## config.mk

```make
export PLATFORM = sky130hd
export DESIGN_NAME = vn_sqrt_stage
export DESIGN_NICKNAME = d
export VERILOG_FILES = /design/src/rtl/vn_sqrt_stage.sv
export SDC_FILE = /design/constraint.sdc
export NUM_CORES = 1
export LEC_CHECK = 0
export BUFFER_PORTS_ARGS = -buffer_cell sky130_fd_sc_hd__buf_2
export CORE_ASPECT_RATIO = 1.5
export CORE_MARGIN = 2
export CORE_UTILIZATION = 40
export DETAILED_ROUTE_END_ITERATION = 16
export PLACE_DENSITY = 0.7
export SYNTH_ARGS = -nofsm -noshare
export SYNTH_HDL_FRONTEND = slang
export SYNTH_SLANG_ARGS = --single-unit
export TNS_END_PERCENT = 10
```

## constraint.sdc

```tcl
create_clock -name clk -period 5.2 [get_ports clk]
set_clock_uncertainty 0.05 [all_clocks]
set_input_delay 1.04 -clock clk [delete_from_list [all_inputs] [get_ports clk]]
set_output_delay 1.04 -clock clk [all_outputs]
set_load 0.03 [all_outputs]
```

## src/rtl/vn_sqrt_stage.sv

```systemverilog
// vector normalizer: one bit of the pipelined integer square root
// no package dependency; instantiated by vector_normalizer_top
`default_nettype none

module vn_sqrt_stage #(
  parameter int SW    = 66,
  parameter int SHIFT = 64
) (
  input  wire logic          clk,
  input  wire logic          en,
  input  wire logic [SW-1:0] rem_i,
  input  wire logic [SW-1:0] root_i,
  output logic      [SW-1:0] rem_o,
  output logic      [SW-1:0] root_o
);

  logic [SW-1:0] bit_w;
  logic [SW-1:0] trial;
  logic [SW-1:0] rem_nxt;
  logic [SW-1:0] root_nxt;

  assign bit_w = {{(SW-1){1'b0}}, 1'b1} << SHIFT;
  assign trial = root_i + bit_w;

  always_comb begin
    if (rem_i >= trial) begin
      rem_nxt  = rem_i - trial;
      root_nxt = (root_i >> 1) + bit_w;
    end else begin
      rem_nxt  = rem_i;
      root_nxt = root_i >> 1;
    end
  end

  always_ff @(posedge clk) begin
    if (en) begin
      rem_o  <= rem_nxt;
      root_o <= root_nxt;
    end
  end

endmodule

`default_nettype wire

```

==> flow_summary.json <==
{
  "status": "finished, final reports clean",
  "seqPwrFrac": 0.369,
  "end_kind": "register",
  "syn_area_um2": 9000,
  "dp_cells": 1465,
  "grt_max_degree": 59,
  "numPortBuffers": 265,
  "netlist_instances": 963,
  "synth_seq_cells": 132,
  "p_total_mw": 3.69,
  "num_vias": 8082,
  "drv_cap": 0,
  "setup_slack_ps": 840,
  "die_area_um2": 23700,
  "nets": 1409,
  "overflow": 0,
  "async_reset_ff_frac": 0,
  "post_cts_buffers": 0,
  "drt_pass1_iterations": 8,
  "cts_buffers": 17,
  "gp_congestion": 0.884,
  "synth_most_common_cell": "a21oi_1",
  "setup.worst_path.class": "in -> reg",
  "ys.flop_type": "edfxtp_1",
  "met2WireLength_mm": 13.7,
  "ys_warn_count": 0,
  "hold_viol_final": 0,
  "synth_edf_count": 132,
  "worst_setup_path_start_kind": "primary input",
  "track_usage": 0.214,
  "rsz0062_at_grt": "no",
  "cts_buffer_depth": 2,
  "timing.final.crit_share": 0.839,
  "slew_violations": 0,
  "grt_pass1_wl_mm": 40.0,
  "yosysTopAreaCell": "edfxtp_1",
  "fmax_mhz": 229,
  "drive_gt1_frac": 0.262,
  "grt_pass1_vias": 8095,
  "clockPowerShare": 0.307,
  "yosysSeqAreaShare": 0.440,
  "pre_cts_slack_ps": 422,
  "wire_per_inst_um": 17.2,
  "die_w_um": 126,
  "relSlewSlack": 0.608,
  "comb_power_share": 0.324,
  "holdBufCountCts": 0,
  "routed.top_layer": "met4",
  "core_um2": 22200,
  "syn_nets": 1164,
  "ys_top_cells_by_count": "a21oi_1 (141), edfxtp_1 (132), nor2_1 (100)",
  "tritoncts": "done",
  "total_leakage_power_nw": 5.02,
  "peakVddDrop_v": 0.000204,
  "worst-path-max-fanout": 58,
  "start_util": 0.405,
  "cts_num_sinks": 132,
  "fp.dieH_um": 188,
  "dr_wl_met3_mm": 1.30,
  "boundaryPins": 266,
  "arrival_ps": 4480,
  "std_cell_rows": 67,
  "cts_resized": 0,
  "root_buffer": "clkbuf_16",
  "intPower_mw": 2.43,
  "p_per_area_nw_per_um2": 332,
  "min_path_type": "in -> reg",
  "ant_nets": 0,
  "yosys.area.top_type_share": 0.440,
  "dp_hpwl_mm": 20.6,
  "layoutNonFillerInstCount": 1497,
  "switchingPower_mw": 1.26,
  "drt_iter0_drc": 482,
  "area.growth.synth_to_final_pct": 23.5,
  "p_sw_frac": 0.342,
  "vias_per_cell": 5.40,
  "antenna_found_initial": 1,
  "post-route-drc-count": 0,
  "fin_setup_tns_ps": 0,
  "path_clk_slew_ps": 60,
  "nFillCells": 2050,
  "period_needed_ps": 4360,
  "synth.distinct_cells": 56,
  "wl_mm": 25.7,
  "ys_top_cells_by_area": "edfxtp_1 (44%), ha_1 (9.2%), a21oi_1 (7.8%)",
  "setup_violations": 0,
  "met1_length_mm": 9.55,
  "required_ps": 5320,
  "worst_pin_slew_ps": 585,
  "avgSynthCellArea_um2": 9.35,
  "htreeDepth": 4
}
[final timing paths]
| kind | from | endpoint | slack, ps | cells past startpoint |
|---|---|---|---|---|
| setup / recovery | rem_i[0] | rem_o[15] | 840 | 15 |
| hold / removal | root_i[38] | root_o[37] | 750 | 1 |
[state kept, by name (all words and copies together) (netlist names)]
name,count
rem_o,66
root_o,66
[cells in the final DEF (no fill, tap or decap), types with 4 or more instances in the layout]
cell type    n
buf_2      264
a21oi_1    141
edfxtp_1   132
nor2_1     100
inv_1       90
nand2_1     69
ha_1        66
o21ai_0     37
xnor2_1     34
nand4_1     31
a21o_1      31
xor2_1      26
clkbuf_16   17
o21bai_1    16
nand3_1     14
nor3_1      12
mux2_2      10
a31oi_1      8
buf_4        8
o211ai_1     7
o31ai_1      7
a211oi_1     7
and2_1       6
a21boi_0     5
o21a_1       5
or3_1        4
and3_1       4
nand2b_1     4
[power groups by stage]
stage | Combinational (mW) | Sequential (mW) | Clock [mW]
CTS | 1.19 | 1.36 | 1.16
floorplan | 0.563 | 1.65 | 0
detailed placement | 1.18 | 1.38 | 0
global route | 1.29 | 1.37 | 1.19
global placement | 1.17 | 1.38 | 0
finish | 1.19 | 1.36 | 1.13
[metrics by stage]
stage | hold slack (ps) | cell area, um^2 | util
after global routing | 733 | 11100 | 0.500
after detailed placement | 1180 | 10600 | 0.476
after global placement | 1180 | 10600 | 0.476
final | 747 | 11100 | 0.500
after floorplan | 1090 | 9000 | -
after CTS | 727 | 11100 | 0.500
[kinds of logic after synthesis]
logic type               synth area share
AO/OA/AOI/OAI                       0.198
XOR/XNOR                           0.0584
adder cells (fa/ha/maj)            0.0940
buffers and inverters              0.0614
flip-flops                          0.440
multiplexers                       0.0147
AND/OR/NAND/NOR                     0.133
[area by class of cell]
class                           instances  area (um^2)  share of cell area
Tap cell                              276          345              0.0311
Multi-Input combinational cell        692         4480               0.403
Clock buffer                           19          433              0.0389
Timing Repair Buffer                  275         1430               0.129
Sequential cell                       132         3960               0.357
Inverter                               90          338              0.0304
Antenna cell                            2         5.00            0.000450
Clock inverter                         11          114              0.0102
[critical path, stage by stage]
cell and delay [ps]:
buf_2 90, inv_1 40, ha_1 200, inv_1 70, fa_1 200, a21o_1 190
a21oi_1 110, or3_1 420, o211ai_2 250, a32oi_1 220, a41oi_1 320, nor2_1 150
o41ai_4 480, buf_12 290, mux2_2 370
[per-layer routing]
| metal | up-vias | GRT usage |
|---|---|---|
| met1 | 3760 | 0.227 |
| met5 | - | 0 |
| li1 | 3984 | - |
| met2 | 267 | 0.393 |
| met4 | 0 | 0.119 |
| met3 | 71 | 0.0394 |
No activity file was read; power rests on OpenSTA's default activity.
