--- src/rtl/vn_pkg.sv ---
// vector normalizer package: shared constants for the normalizer pipeline
// no dependencies; used by vn_div_stage, vector_normalizer_top, the checker and the testbench
`default_nettype none

package vn_pkg;

  localparam int FRAC_BITS = 16;   // fraction bits of q16.16
  localparam int Q_BITS    = 17;   // quotient bits, result magnitude never exceeds 1.0
  localparam int OUT_W     = 32;   // width of one output component
  localparam int LEN_W     = 33;   // width of the length field

  localparam logic [OUT_W-1:0] ONE_Q16 = 32'h0001_0000;
  localparam logic [31:0] MIN_LEN_SQ_RST = 32'd4295;

  localparam logic OP_XYZ  = 1'b0;  // normalize xyz, keep w
  localparam logic OP_XYZW = 1'b1;  // normalize all four

endpackage

`default_nettype wire

--- src/rtl/vn_div_stage.sv ---
// vector normalizer: one quotient bit of the pipelined restoring divider
// depends on vn_pkg; instantiated by vector_normalizer_top
`default_nettype none

module vn_div_stage #(
  parameter int DW = 49,
  parameter int LW = 33,
  parameter int K  = 16
) (
  input  wire logic                      clk,
  input  wire logic                      en,
  input  wire logic [DW-1:0]             rem_i,
  input  wire logic [LW-1:0]             den_i,
  input  wire logic [vn_pkg::Q_BITS-1:0] q_i,
  output logic      [DW-1:0]             rem_o,
  output logic      [LW-1:0]             den_o,
  output logic      [vn_pkg::Q_BITS-1:0] q_o
);

  logic [DW-1:0]             den_sh;
  logic [DW-1:0]             rem_nxt;
  logic [vn_pkg::Q_BITS-1:0] q_nxt;

  assign den_sh = {{(DW-LW){1'b0}}, den_i} << K;

  always_comb begin
    rem_nxt = rem_i;
    q_nxt   = q_i;
    if (rem_i >= den_sh) begin
      rem_nxt  = rem_i - den_sh;
      q_nxt[K] = 1'b1;
    end
  end

  always_ff @(posedge clk) begin
    if (en) begin
      rem_o <= rem_nxt;
      den_o <= den_i;
      q_o   <= q_nxt;
    end
  end

endmodule

`default_nettype wire

--- config.mk ---
export PLATFORM = sky130hd
export DESIGN_NAME = vn_div_stage
export DESIGN_NICKNAME = d
export VERILOG_FILES = /design/src/rtl/vn_pkg.sv /design/src/rtl/vn_div_stage.sv
export SDC_FILE = /design/constraint.sdc
export NUM_CORES = 1
export LEC_CHECK = 0
export BUFFER_PORTS_ARGS = -buffer_cell sky130_fd_sc_hd__buf_2
export CORE_ASPECT_RATIO = 1.75
export CORE_UTILIZATION = 50
export CTS_CLUSTER_DIAMETER = 200
export DETAILED_ROUTE_END_ITERATION = 7
export HOLD_SLACK_MARGIN = 0.12
export PLACE_DENSITY_LB_ADDON = 0.08
export SETUP_SLACK_MARGIN = 0.05
export SYNTH_ARGS = -nofsm -noshare
export SYNTH_HDL_FRONTEND = slang
export SYNTH_SLANG_ARGS = --single-unit
--- constraint.sdc ---
create_clock -name clk -period 4.3 [get_ports clk]
set_clock_uncertainty 0.2 [all_clocks]
set_input_delay 1.075 -clock clk [delete_from_list [all_inputs] [get_ports clk]]
set_output_delay 1.075 -clock clk [all_outputs]
set_load 0.02 [all_outputs]
==> flow_summary.rst, run 1 <==
.. list-table::
   :header-rows: 1

   * - Metric
     - Value
   * - Total leakage power
     - 0.003201 uW
   * - Total power draw
     - between 2000 and 3000 uW
   * - Count of hold-fix buffers inserted at cts
     - 0
   * - CP Launch Type
     - input port
   * - Height of the die
     - between 100 and 150 um
   * - Antenna-violating nets left
     - 0
   * - Antenna violations before repair
     - 0
   * - Net count of the mapped netlist
     - 594
   * - Starting DRT DRC Count
     - 213
   * - Number of global-route vias before repair
     - approximately 4,500
   * - Initial core utilization
     - 0.5122
   * - Die width
     - a little over 80 um
   * - Utilization after layout
     - 0.6606
   * - Most common library cell in the layout ignoring fill and taps
     - sky130_fd_sc_hd__buf_2
   * - Clock tree from TritonCTS
     - yes
   * - GPL Wtd Cong
     - 0.8703
   * - Highest Clock Rate
     - 251.3 MHz
   * - Hold slack
     - 702.2 ps
   * - Count of flip-flops with a built-in enable after synthesis
     - 99
   * - Largest cells by area after synthesis
     - sky130_fd_sc_hd__edfxtp_1, sky130_fd_sc_hd__ha_1, sky130_fd_sc_hd__mux2_2
   * - Hold Fails Final Rpt
     - 0
   * - Remaining global-route overflow
     - 0
   * - Core region area
     - 0.01070 sq mm
   * - Max Transition Viols Final
     - 0
   * - Drt wl/cell
     - roughly 18 um
   * - Pwr per Cell Area
     - 385.8 mW/mm^2
   * - Status
     - finished, final reports clean
   * - Yosys reg bits
     - 99
   * - Max clock buf depth
     - 2
   * - Slew Limit Headroom
     - 0.2392
   * - CTS Sinks
     - ~100
   * - Final critical path time including I/O delays and setup
     - 3979 ps
   * - DIE AREA
     - 0.01140 sq mm
   * - Total negative slack for setup checks
     - 0 ps
   * - Ratio of routed vias to standard cells
     - between 5 and 6
   * - Sequential cell area in the final layout
     - 0.002973 sq mm
   * - Maximum fanout along the worst path
     - 29
   * - Number of cells produced by synthesis
     - 459
   * - Synth top area share
     - 0.5426
   * - Share of async-settable or async-resettable flops after synthesis
     - 0
   * - Most used flip-flop cell after synthesis
     - sky130_fd_sc_hd__edfxtp_1
   * - Leading area contributor after synthesis
     - sky130_fd_sc_hd__edfxtp_1
   * - Fin cells
     - 818
   * - Type of element capturing the critical path
     - flop
   * - Clock Root Buffer
     - sky130_fd_sc_hd__clkbuf_16
   * - Area of the mapped netlist
     - 0.005479 sq mm
   * - Endpoint arrival time on the critical path
     - 3880 ps
   * - First-pass DRT Iterations
     - 4
   * - Yosys warns
     - 0
   * - Final setup fails
     - 0
   * - Post CTS Setup Buffer Count
     - 0
   * - Data required time of the critical path
     - 4200 ps
   * - Period utilisation layout
     - 0.9254
   * - Setup repair after global routing missed its margin
     - no
   * - PostCTS Resize Cnt
     - 0
   * - Htree depth
     - 3
   * - Share of synthesized area occupied by flip-flops and latches
     - 0.5426
   * - Most used cells in the layout excluding fill and tap cells
     - sky130_fd_sc_hd__buf_2, sky130_fd_sc_hd__edfxtp_1, sky130_fd_sc_hd__inv_1, sky130_fd_sc_hd__a21oi_1, sky130_fd_sc_hd__ha_1
   * - CP Class
     - in -> reg
   * - Slew at the pin closest to its max-slew limit
     - 1137 ps
   * - I/O pin count
     - 200
   * - HPWL reported at the end of detailed placement
     - 11.47 mm
   * - # diodes
     - 0
   * - Post-synth cell types
     - 56
   * - I/O Buffers
     - 199
   * - Total CTS buffers
     - 9
   * - Mean cell area of the mapped netlist
     - 11.94 sq um
   * - GRT Overall Usage
     - 0.2581
   * - Count of unresolved DRC violations after routing
     - 0
   * - Multi-input gate area
     - 0.002290 sq mm
   * - Clock Pin Slew Worst Setup and Hold Paths
     - 70 ps
   * - First-pass GRT wire length
     - 22.10 mm
   * - Share of cells above drive strength 1
     - 0.3983
   * - Peak ir drop on the vdd network
     - 0.2251 mV
   * - Maximum capacitance violations
     - 0
   * - Post-synthesis to final-layout area growth
     - 28.98%
   * - Worst hold path class
     - in -> reg
   * - Number of inserted filler cells in the final layout
     - between 800 and 900
   * - Maximum number of pins on one net before global-route repair
     - 51
   * - Row count
     - 50
   * - Layout net count
     - 819
   * - Vias
     - 4,440
   * - Cell Count Post-Placement
     - 803
   * - Post-detailed-routing wire length
     - 14.38 mm
## area by class of cell
class | instances | area share
flip-flops and latches | 99 | 0.4207
multi-input cells | 305 | 0.3240
repair buffers | 225 | 0.1689
clock buffers | 9 | 0.03187
inverters | 44 | 0.02337
well taps | 130 | 0.02302
clock inverters | 6 | 0.008144
## Yosys cell counts, types with 5 or more instances
cell type,number
sky130_fd_sc_hd__ha_1,33
sky130_fd_sc_hd__nor2_1,23
sky130_fd_sc_hd__xor2_1,9
sky130_fd_sc_hd__nand2_1,32
sky130_fd_sc_hd__a31oi_1,5
sky130_fd_sc_hd__xnor2_1,15
sky130_fd_sc_hd__mux2_4,9
sky130_fd_sc_hd__a21o_1,8
sky130_fd_sc_hd__nand4_1,8
sky130_fd_sc_hd__o21bai_1,6
sky130_fd_sc_hd__mux2_2,19
sky130_fd_sc_hd__nand3_1,5
sky130_fd_sc_hd__nor3_1,7
sky130_fd_sc_hd__inv_1,44
sky130_fd_sc_hd__a21oi_1,39
sky130_fd_sc_hd__edfxtp_1,99
sky130_fd_sc_hd__clkbuf_1,7
sky130_fd_sc_hd__o21ai_0,24
## power by group
group	total, uW	internal [uW]	switching [uW]	leakage (uW)
Sequential	1200	1180	21.9	0.000969
Clock	775	403	372	0.000140
Combinational	751	309	443	0.00209
Total	2730	1890	837	0.00320
## per-layer routing
| metal | global-route usage | share of wire | up-vias |
|---|---|---|---|
| li1 | - | - | 2169 |
| met1 | 0.2816 | 0.38 | 2090 |
| met2 | 0.4803 | 0.56 | 162 |
| met3 | 0.04039 | 0.049 | 19 |
| met4 | 0.09868 | 0.017 | 0 |
| met5 | 0 | 0 | - |
## worst max-delay path, stage by stage
cell and delay [ps]:
sky130_fd_sc_hd__buf_2 120, sky130_fd_sc_hd__inv_1 60, sky130_fd_sc_hd__ha_1 290, sky130_fd_sc_hd__nor2b_1 170
sky130_fd_sc_hd__o31a_1 210, sky130_fd_sc_hd__o2111ai_1 150, sky130_fd_sc_hd__nand2_1 130, sky130_fd_sc_hd__a31o_4 180
sky130_fd_sc_hd__a41oi_4 130, sky130_fd_sc_hd__o21ai_4 920, sky130_fd_sc_hd__mux2_2 430
## final timing paths
kind	from	to	slack (ps)	cells after the start
setup / recovery	den_i[1]	rem_o[19]$_DFFE_PP_	320	11
hold / removal	q_i[11]	q_o[11]$_DFFE_PP_	700	1
## sequential cells by signal, summed over array words and instances, names as in the netlist
name and flops:
den_o 33, q_o 17, rem_o 49
## kinds of logic (layout without fill, tap and decap cells)
logic type | Yosys count | after routing | share of synthesized area
adder cells (fa/ha/maj) | 34 | 34 | 0.07901
AND/OR/NAND/NOR | 97 | 97 | 0.08564
XOR/XNOR | 24 | 24 | 0.03837
flip-flops | 99 | 99 | 0.5426
buffers and inverters | 55 | 284 | 0.04088
multiplexers | 31 | 31 | 0.06920
AO/OA/AOI/OAI | 119 | 119 | 0.1443
## metrics by stage
| stage | setup WS [ps] | instance area [sq um] |
|---|---|---|
| 5_1_grt | 99.18 | 7067 |
| 3_5_place_dp | -57.85 | 6784 |
| 6_report | 320.9 | 7067 |
| 4_1_cts | 294.8 | 7067 |
| 3_3_place_gp | 19.54 | 6784 |
| 2_1_floorplan | 401.7 | 5479 |
Power figures use the tool's default switching activity.
==> inputs of run 2 (changes only) <==
--- a/config.mk
+++ b/config.mk
@@ -6,7 +6,6 @@
 export NUM_CORES = 1
 export LEC_CHECK = 0
 export BUFFER_PORTS_ARGS = -buffer_cell sky130_fd_sc_hd__buf_2
-export CORE_ASPECT_RATIO = 1.75
 export CORE_UTILIZATION = 50
 export CTS_CLUSTER_DIAMETER = 200
 export DETAILED_ROUTE_END_ITERATION = 7
@@ -16,3 +15,4 @@
 export SYNTH_ARGS = -nofsm -noshare
 export SYNTH_HDL_FRONTEND = slang
 export SYNTH_SLANG_ARGS = --single-unit
+export TNS_END_PERCENT = 30
==> constraint.sdc (replaced) <==
create_clock -name clk -period 3.9 [get_ports clk]
set_clock_uncertainty 0.2 [all_clocks]
set_input_delay 0.975 -clock clk [delete_from_list [all_inputs] [get_ports clk]]
set_output_delay 0.975 -clock clk [all_outputs]
set_load 0.02 [all_outputs]
==> run 2 against run 1 <==
Non-clock buffer count increased by 2; flip-flop and latch count is the same; utilization rose by 1.1 points; clock-buffer cell count is the same; hold slack got worse by 130 ps; largest power group unchanged; setup slack worse by 110 ps; power increased by 4.0%; critical endpoint is now rem_o[42]$_DFFE_PP_; combinational power grew 10%; sequential power is 10% higher; die area shrank 0.14%.
==> flow_summary.rst, run 2 (synthesis results as in run 1) <==
.. list-table::
   :header-rows: 1

   * - Metric
     - Value
   * - Clock tree from TritonCTS
     - yes (unchanged)
   * - Cell Count Post-Placement
     - 811 (was 803)
   * - Max clock buf depth
     - 2 (unchanged)
   * - Dpl cell area
     - 0.006832 sq mm (was 0.006784 sq mm)
   * - Data required time of the critical path
     - 3890 ps (was 4200 ps)
   * - Start point of the worst min-delay path
     - q_i[2] (was q_i[11])
   * - Post-synthesis to final-layout area growth
     - 28.27% (was 28.98%)
   * - Clock Pin Slew Worst Setup and Hold Paths
     - 100 ps (was 70 ps)
   * - Total leakage power
     - 0.003181 uW (was 0.003201 uW)
   * - Slew at the pin closest to its max-slew limit
     - 631.1 ps (was 1137 ps)
   * - Maximum number of pins on one net before global-route repair
     - 54 (was 51)
   * - Cell-by-cell listing of the critical path
     - buf_2 -> inv_1 -> ha_1 -> fa_1 -> nor2b_1 -> o31a_1 -> or3_1 -> a21oi_1 -> a2111oi_1 -> buf_4 -> o21ai_1 -> o31a_1 -> o31ai_1 (was buf_2 -> inv_1 -> ha_1 -> nor2b_1 -> o31a_1 -> o2111ai_1 -> nand2_1 -> a31o_4 -> a41oi_4 -> o21ai_4 -> mux2_2)
   * - Maximum capacitance violations
     - 0 (unchanged)
   * - GPL Wtd Cong
     - 0.8197 (was 0.8703)
   * - Hold Fails Final Rpt
     - 0 (unchanged)
   * - Utilization after layout
     - 0.6717 (was 0.6606)
   * - Count of hold-fix buffers inserted at cts
     - 0 (unchanged)
   * - Most frequent cell on the critical path
     - sky130_fd_sc_hd__o31a_1
   * - Post CTS Setup Buffer Count
     - 0 (unchanged)
   * - Antenna-violating nets left
     - 0 (unchanged)
   * - Register bank with the most flops
     - rem_o (unchanged)
   * - Core region area
     - 0.01046 sq mm (was 0.01070 sq mm)
   * - Layout net count
     - 821 (was 819)
   * - Die width
     - 106.7 um (was 81.13 um)
   * - Height of the die
     - 106.7 um (was 140.5 um)
   * - Antenna violations before repair
     - 0 (unchanged)
   * - HPWL reported at the end of detailed placement
     - 10.91 mm (was 11.47 mm)
   * - Hold slack
     - 571.0 ps (was 702.2 ps)
   * - Count of unresolved DRC violations after routing
     - 0 (unchanged)
   * - Remaining global-route overflow
     - 0 (unchanged)
   * - Pwr per Cell Area
     - 403.4 mW/mm^2 (was 385.8 mW/mm^2)
   * - Highest Clock Rate
     - roughly 270 MHz
   * - Period utilisation layout
     - 0.9456
   * - Setup repair after global routing missed its margin
     - no (unchanged)
   * - Post-layout instance area
     - 0.007028 sq mm (was 0.007067 sq mm)
   * - Maximum fanout along the worst path
     - 5 (was 29)
   * - # diodes
     - 0 (unchanged)
   * - Most common library cell in the layout ignoring fill and taps
     - sky130_fd_sc_hd__buf_2 (unchanged)
   * - Status
     - finished, final reports clean (unchanged)
   * - Cell with the largest stage delay on the worst path
     - sky130_fd_sc_hd__a2111oi_1 (was sky130_fd_sc_hd__o21ai_4)
   * - Number of global-route vias before repair
     - 4,460 (was 4,467)
   * - Largest registers
     - rem_o x49, den_o x33, q_o x17 (unchanged)
   * - Total CTS buffers
     - 9 (unchanged)
   * - Delay of the slowest cell on the worst path
     - 480 ps (was 920 ps)
   * - Hold depth
     - 1 (unchanged)
   * - Ratio of routed vias to standard cells
     - 5.498 (was 5.428)
   * - CP Launch Type
     - input port (unchanged)
   * - CP Class
     - in -> reg (unchanged)
   * - First-pass GRT wire length
     - 21.65 mm (was 22.10 mm)
   * - Final critical path time including I/O delays and setup
     - roughly 3700 ps
   * - Total negative slack for setup checks
     - 0 ps (unchanged)
   * - Slew Limit Headroom
     - 0.5793 (was 0.2392)
   * - Endpoint arrival time on the critical path
     - 3680 ps (was 3880 ps)
   * - Most used cells in the layout excluding fill and tap cells
     - sky130_fd_sc_hd__buf_2, sky130_fd_sc_hd__edfxtp_1, sky130_fd_sc_hd__inv_1, sky130_fd_sc_hd__a21oi_1, sky130_fd_sc_hd__ha_1 (unchanged)
   * - Vias
     - 4,541 (was 4,440)
   * - Peak ir drop on the vdd network
     - 0.2159 mV (was 0.2251 mV)
   * - Clock Root Buffer
     - sky130_fd_sc_hd__clkbuf_8 (was sky130_fd_sc_hd__clkbuf_16)
   * - I/O pin count
     - 200 (unchanged)
   * - Final setup fails
     - 0 (unchanged)
   * - First-pass DRT Iterations
     - 5 (was 4)
   * - I/O Buffers
     - 199 (unchanged)
   * - Max reg flops
     - 49 (unchanged)
   * - Fin cells
     - 826 (was 818)
   * - PostCTS Resize Cnt
     - 0 (unchanged)
   * - GRT Overall Usage
     - 0.2459 (was 0.2581)
   * - Max Transition Viols Final
     - 0 (unchanged)
   * - Row count
     - 37 (was 50)
   * - Type of element capturing the critical path
     - flop (unchanged)
   * - Htree depth
     - 3 (unchanged)
   * - Worst hold path class
     - in -> reg (unchanged)
   * - Initial core utilization
     - 0.5237 (was 0.5122)
   * - Post-detailed-routing wire length
     - 14.01 mm (was 14.38 mm)
   * - DIE AREA
     - 0.01138 sq mm (was 0.01140 sq mm)
   * - Number of inserted filler cells in the final layout
     - 856 (was 845)
   * - Starting DRT DRC Count
     - 223 (was 213)
   * - CTS Sinks
     - 99 (unchanged)
   * - Share of cells above drive strength 1
     - 0.3986 (was 0.3983)
   * - Drt wl/cell
     - 16.96 um (was 17.58 um)
   * - Worst hold endpoint
     - q_o[2]$_DFFE_PP_ (was q_o[11]$_DFFE_PP_)
-- run 2: changes by cell type in the layout (fill, tap and decap cells not counted), moves of 2 or more --
| cell | change |
|---|---|
| sky130_fd_sc_hd__clkbuf_16 | -9 |
| sky130_fd_sc_hd__clkbuf_8 | +9 |
| sky130_fd_sc_hd__clkinv_4 | -3 |
| sky130_fd_sc_hd__buf_12 | +2 |
| sky130_fd_sc_hd__inv_6 | +2 |
-- run 2: critical path: cells and delay by family --
family	cells	cell delay, ps
AND/OR/NAND/NOR	2	280
adder cells (fa/ha/maj)	2	660
buffers and inverters	3	300
AO/OA/AOI/OAI	6	1460
-- run 2: where the power goes --
part	total, uW	internal [uW]	switching [uW]
Sequential	1320	1300	25.2
Combinational	828	343	485
Clock	683	303	380
Total	2840	1940	891
-- run 2: layer usage --
metal / up-vias / global-route usage / share of wire
met1: 2170 / 0.3093 / 0.42
li1: 2164 / - / -
met4: 0 / 0.08023 / 0.013
met2: 190 / 0.4295 / 0.50
met5: - / 0 / 0
met3: 17 / 0.04134 / 0.061
-- run 2: cell type report --
cell class | instances | area [sq um] | area share
sequential | 99 | 2973 | 0.4230
multi-input combinational | 305 | 2291 | 0.3260
timing repair buffer | 227 | 1234 | 0.1755
tap | 136 | 170.2 | 0.02421
inverter | 44 | 165.2 | 0.02350
clock buffer | 9 | 123.9 | 0.01763
clock inverter | 6 | 71.32 | 0.01015
-- run 2: worst max path at each step --
stage                     startpoint             endpoint  slack, ps
after floorplan            den_i[13]  rem_o[36]$_DFFE_PP_        100
after global placement     rem_i[16]  rem_o[38]$_DFFE_PP_       -200
after detailed placement   rem_i[16]  rem_o[38]$_DFFE_PP_       -330
after CTS                  rem_i[16]  rem_o[38]$_DFFE_PP_         60
after global routing       rem_i[16]  rem_o[42]$_DFFE_PP_         60
final                      rem_i[16]  rem_o[42]$_DFFE_PP_        210
-- run 2: metrics by stage --
stage | power [uW] | setup slack, ps
2_1_floorplan | 1863 | 101.7
3_3_place_gp | 2155 | -201.5
3_5_place_dp | 2170 | -331.8
4_1_cts | 2847 | 57.98
5_1_grt | 2951 | 56.23
6_report | 2835 | 212.3
==> inputs of run 3 (changes only) <==
--- a/config.mk
+++ b/config.mk
@@ -5,7 +5,7 @@
 export SDC_FILE = /design/constraint.sdc
 export NUM_CORES = 1
 export LEC_CHECK = 0
-export BUFFER_PORTS_ARGS = -buffer_cell sky130_fd_sc_hd__buf_2
+export BUFFER_PORTS_ARGS = -buffer_cell sky130_fd_sc_hd__buf_4
 export CORE_UTILIZATION = 50
 export CTS_CLUSTER_DIAMETER = 200
 export DETAILED_ROUTE_END_ITERATION = 7
==> run 3 against run 2 <==
Clock-buffer cell count unchanged; flip-flop and latch count is the same; via count fell by 1.3%; power rose by 2.5%; final area rose by 7.5%; non-clock buffer count rose by 4; hold slack improved by 5.4 ps; fmax increased by 1.4%; wire length up 2.9%; critical path depth did not move; largest power group unchanged.
==> flow_summary.rst, run 3 (synthesis results as in run 1) <==
.. list-table::
   :header-rows: 1

   * - Metric
     - Value
   * - Maximum capacitance violations
     - 0 (unchanged)
   * - DIE AREA
     - 0.01138 sq mm (unchanged)
   * - Drt wl/cell
     - 17.38 um (was 16.96 um)
   * - Clock Pin Slew Worst Setup and Hold Paths
     - 100 ps (about the same)
   * - Worst setup path end
     - rem_o[46]$_DFFE_PP_ (was rem_o[42]$_DFFE_PP_)
   * - Initial core utilization
     - 0.5237 (unchanged)
   * - I/O Buffers
     - 199 (unchanged)
   * - Share of cells above drive strength 1
     - 0.4035 (was 0.3986)
   * - Start point of the worst min-delay path
     - q_i[11] (was q_i[2])
   * - Antenna violations before repair
     - 0 (unchanged)
   * - Highest Clock Rate
     - 274.9 MHz (was 271.2 MHz)
   * - Hold slack
     - 576.5 ps (was 571.0 ps)
   * - Total leakage power
     - 0.003373 uW (was 0.003181 uW)
   * - Final critical path time including I/O delays and setup
     - 3638 ps (was 3688 ps)
   * - Row count
     - 37 (unchanged)
   * - Setup repair after global routing missed its margin
     - no (unchanged)
   * - Status
     - finished, final reports clean (unchanged)
   * - Max Transition Viols Final
     - 0 (unchanged)
   * - Htree depth
     - 3 (unchanged)
   * - Type of element capturing the critical path
     - flop (unchanged)
   * - CP Launch Type
     - input port (unchanged)
   * - Clock tree from TritonCTS
     - yes (unchanged)
   * - Final setup fails
     - 0 (unchanged)
   * - Total power draw
     - 2907 uW (was 2835 uW)
   * - Total CTS buffers
     - 9 (unchanged)
   * - Worst hold path class
     - in -> reg (unchanged)
   * - Most used cells in the layout excluding fill and tap cells
     - sky130_fd_sc_hd__buf_4, sky130_fd_sc_hd__edfxtp_1, sky130_fd_sc_hd__inv_1, sky130_fd_sc_hd__a21oi_1, sky130_fd_sc_hd__ha_1 (was sky130_fd_sc_hd__buf_2, sky130_fd_sc_hd__edfxtp_1, sky130_fd_sc_hd__inv_1, sky130_fd_sc_hd__a21oi_1, sky130_fd_sc_hd__ha_1)
   * - GPL Wtd Cong
     - 0.8191 (was 0.8197)
   * - Post-detailed-routing wire length
     - 14.43 mm (was 14.01 mm)
   * - Slew Limit Headroom
     - 0.5921 (was 0.5793)
   * - Post-synthesis to final-layout area growth
     - 37.95% (was 28.27%)
   * - Starting DRT DRC Count
     - 170 (was 223)
   * - Most common library cell in the layout ignoring fill and taps
     - sky130_fd_sc_hd__buf_4 (was sky130_fd_sc_hd__buf_2)
   * - I/O pin count
     - 200 (unchanged)
   * - Die width
     - 106.7 um (unchanged)
   * - Largest registers
     - rem_o x49, den_o x33, q_o x17 (unchanged)
   * - Count of unresolved DRC violations after routing
     - 0 (unchanged)
   * - CTS Sinks
     - 99 (unchanged)
   * - Count of hold-fix buffers inserted at cts
     - 0 (unchanged)
   * - First-pass DRT Iterations
     - 5 (unchanged)
   * - Utilization after layout
     - 0.7224 (was 0.6717)
   * - Ratio of routed vias to standard cells
     - 5.401 (was 5.498)
   * - HPWL reported at the end of detailed placement
     - 11.53 mm (was 10.91 mm)
   * - Endpoint arrival time on the critical path
     - 3650 ps (was 3680 ps)
   * - Max reg flops
     - 49 (unchanged)
   * - Core region area
     - 0.01046 sq mm (unchanged)
   * - Remaining global-route overflow
     - 0 (unchanged)
   * - Pwr per Cell Area
     - 384.6 mW/mm^2 (was 403.4 mW/mm^2)
   * - # diodes
     - 0 (unchanged)
   * - Antenna-violating nets left
     - 0 (unchanged)
   * - Data required time of the critical path
     - 3910 ps (was 3890 ps)
   * - Hold Fails Final Rpt
     - 0 (unchanged)
   * - Register bank with the most flops
     - rem_o (unchanged)
   * - Max clock buf depth
     - 2 (unchanged)
   * - First-pass GRT wire length
     - 22.11 mm (was 21.65 mm)
   * - Layout net count
     - 825 (was 821)
   * - Maximum fanout along the worst path
     - 5 (unchanged)
   * - Height of the die
     - 106.7 um (unchanged)
   * - Critical path startpoint
     - rem_i[16] (unchanged)
   * - Maximum number of pins on one net before global-route repair
     - 55 (was 54)
   * - GRT Overall Usage
     - 0.2541 (was 0.2459)
   * - Clock Root Buffer
     - sky130_fd_sc_hd__clkbuf_8 (unchanged)
   * - Peak ir drop on the vdd network
     - 0.2411 mV (was 0.2159 mV)
   * - Vias
     - 4,483 (was 4,541)
   * - Period utilisation layout
     - 0.9327 (was 0.9456)
   * - Slew at the pin closest to its max-slew limit
     - 611.9 ps (was 631.1 ps)
   * - Number of global-route vias before repair
     - 4,561 (was 4,460)
   * - CP Class
     - in -> reg (unchanged)
## run 3: worst min path at each step
stage | endpoint | slack (ps) | cells after the start
floorplan | den_o[0]$_DFFE_PP_ | 870 | 0
global placement | q_o[3]$_DFFE_PP_ | 950 | 1
detailed placement | q_o[11]$_DFFE_PP_ | 950 | 1
CTS | q_o[11]$_DFFE_PP_ | 560 | 1
global route | q_o[11]$_DFFE_PP_ | 560 | 1
finish | q_o[11]$_DFFE_PP_ | 580 | 1
## run 3: final cells by class
class | instances | area [sq um]
Clock buffer | 9 | 123.9
Inverter | 44 | 165.2
Multi-Input combinational cell | 305 | 2290
Timing Repair Buffer | 231 | 1772
Tap cell | 136 | 170.2
Clock inverter | 6 | 65.06
Sequential cell | 99 | 2973
Fill cell | 749 | 2904
## run 3: power breakdown
part           switching [uW]  internal (uW)  leakage [uW]
clock                     359            294     0.0000955
sequential               32.2           1300      0.000969
combinational             487            435       0.00231
total                     878           2030       0.00337
## run 3: per-stage QoR
| stage | area [sq um] | TNS, ps | worst slack, ps | std cells |
|---|---|---|---|---|
| detailed placement | 7370 | -593.5 | -240.5 | 815 |
| global placement | 7370 | -323.6 | -159.5 | 815 |
| finish | 7559 | 0 | 262.3 | 830 |
| floorplan | 5479 | 0 | 101.7 | 459 |
| global route | 7559 | 0 | 130.5 | 830 |
| CTS | 7559 | 0 | 130.7 | 830 |
## run 3: critical path, stage by stage
cell and delay (ps):
sky130_fd_sc_hd__buf_4 80, sky130_fd_sc_hd__inv_1 40, sky130_fd_sc_hd__ha_1 230, sky130_fd_sc_hd__fa_1 440, sky130_fd_sc_hd__nor2b_1 190, sky130_fd_sc_hd__o31a_1 180
sky130_fd_sc_hd__or3_1 120, sky130_fd_sc_hd__a21oi_1 80, sky130_fd_sc_hd__a2111oi_0 430, sky130_fd_sc_hd__buf_4 190, sky130_fd_sc_hd__o21ai_1 160, sky130_fd_sc_hd__o311a_1 370
sky130_fd_sc_hd__a31oi_1 160
## run 3: per-layer routing
metal  vias to the layer above  share of wire  global-route usage
met2                       162           0.51              0.4530
met4                         0          0.022             0.09100
met3                        25          0.053             0.04681
met1                      2116           0.41              0.3061
li1                       2180              -                   -
met5                         -              0                   0
## run 3: what timing repair did
item | in CTS | in global routing
setup endpoints to repair | 0 | 3
resized for setup | 0 | 1
setup buffers | 0 | 0
hold endpoints to repair | 0 | 0
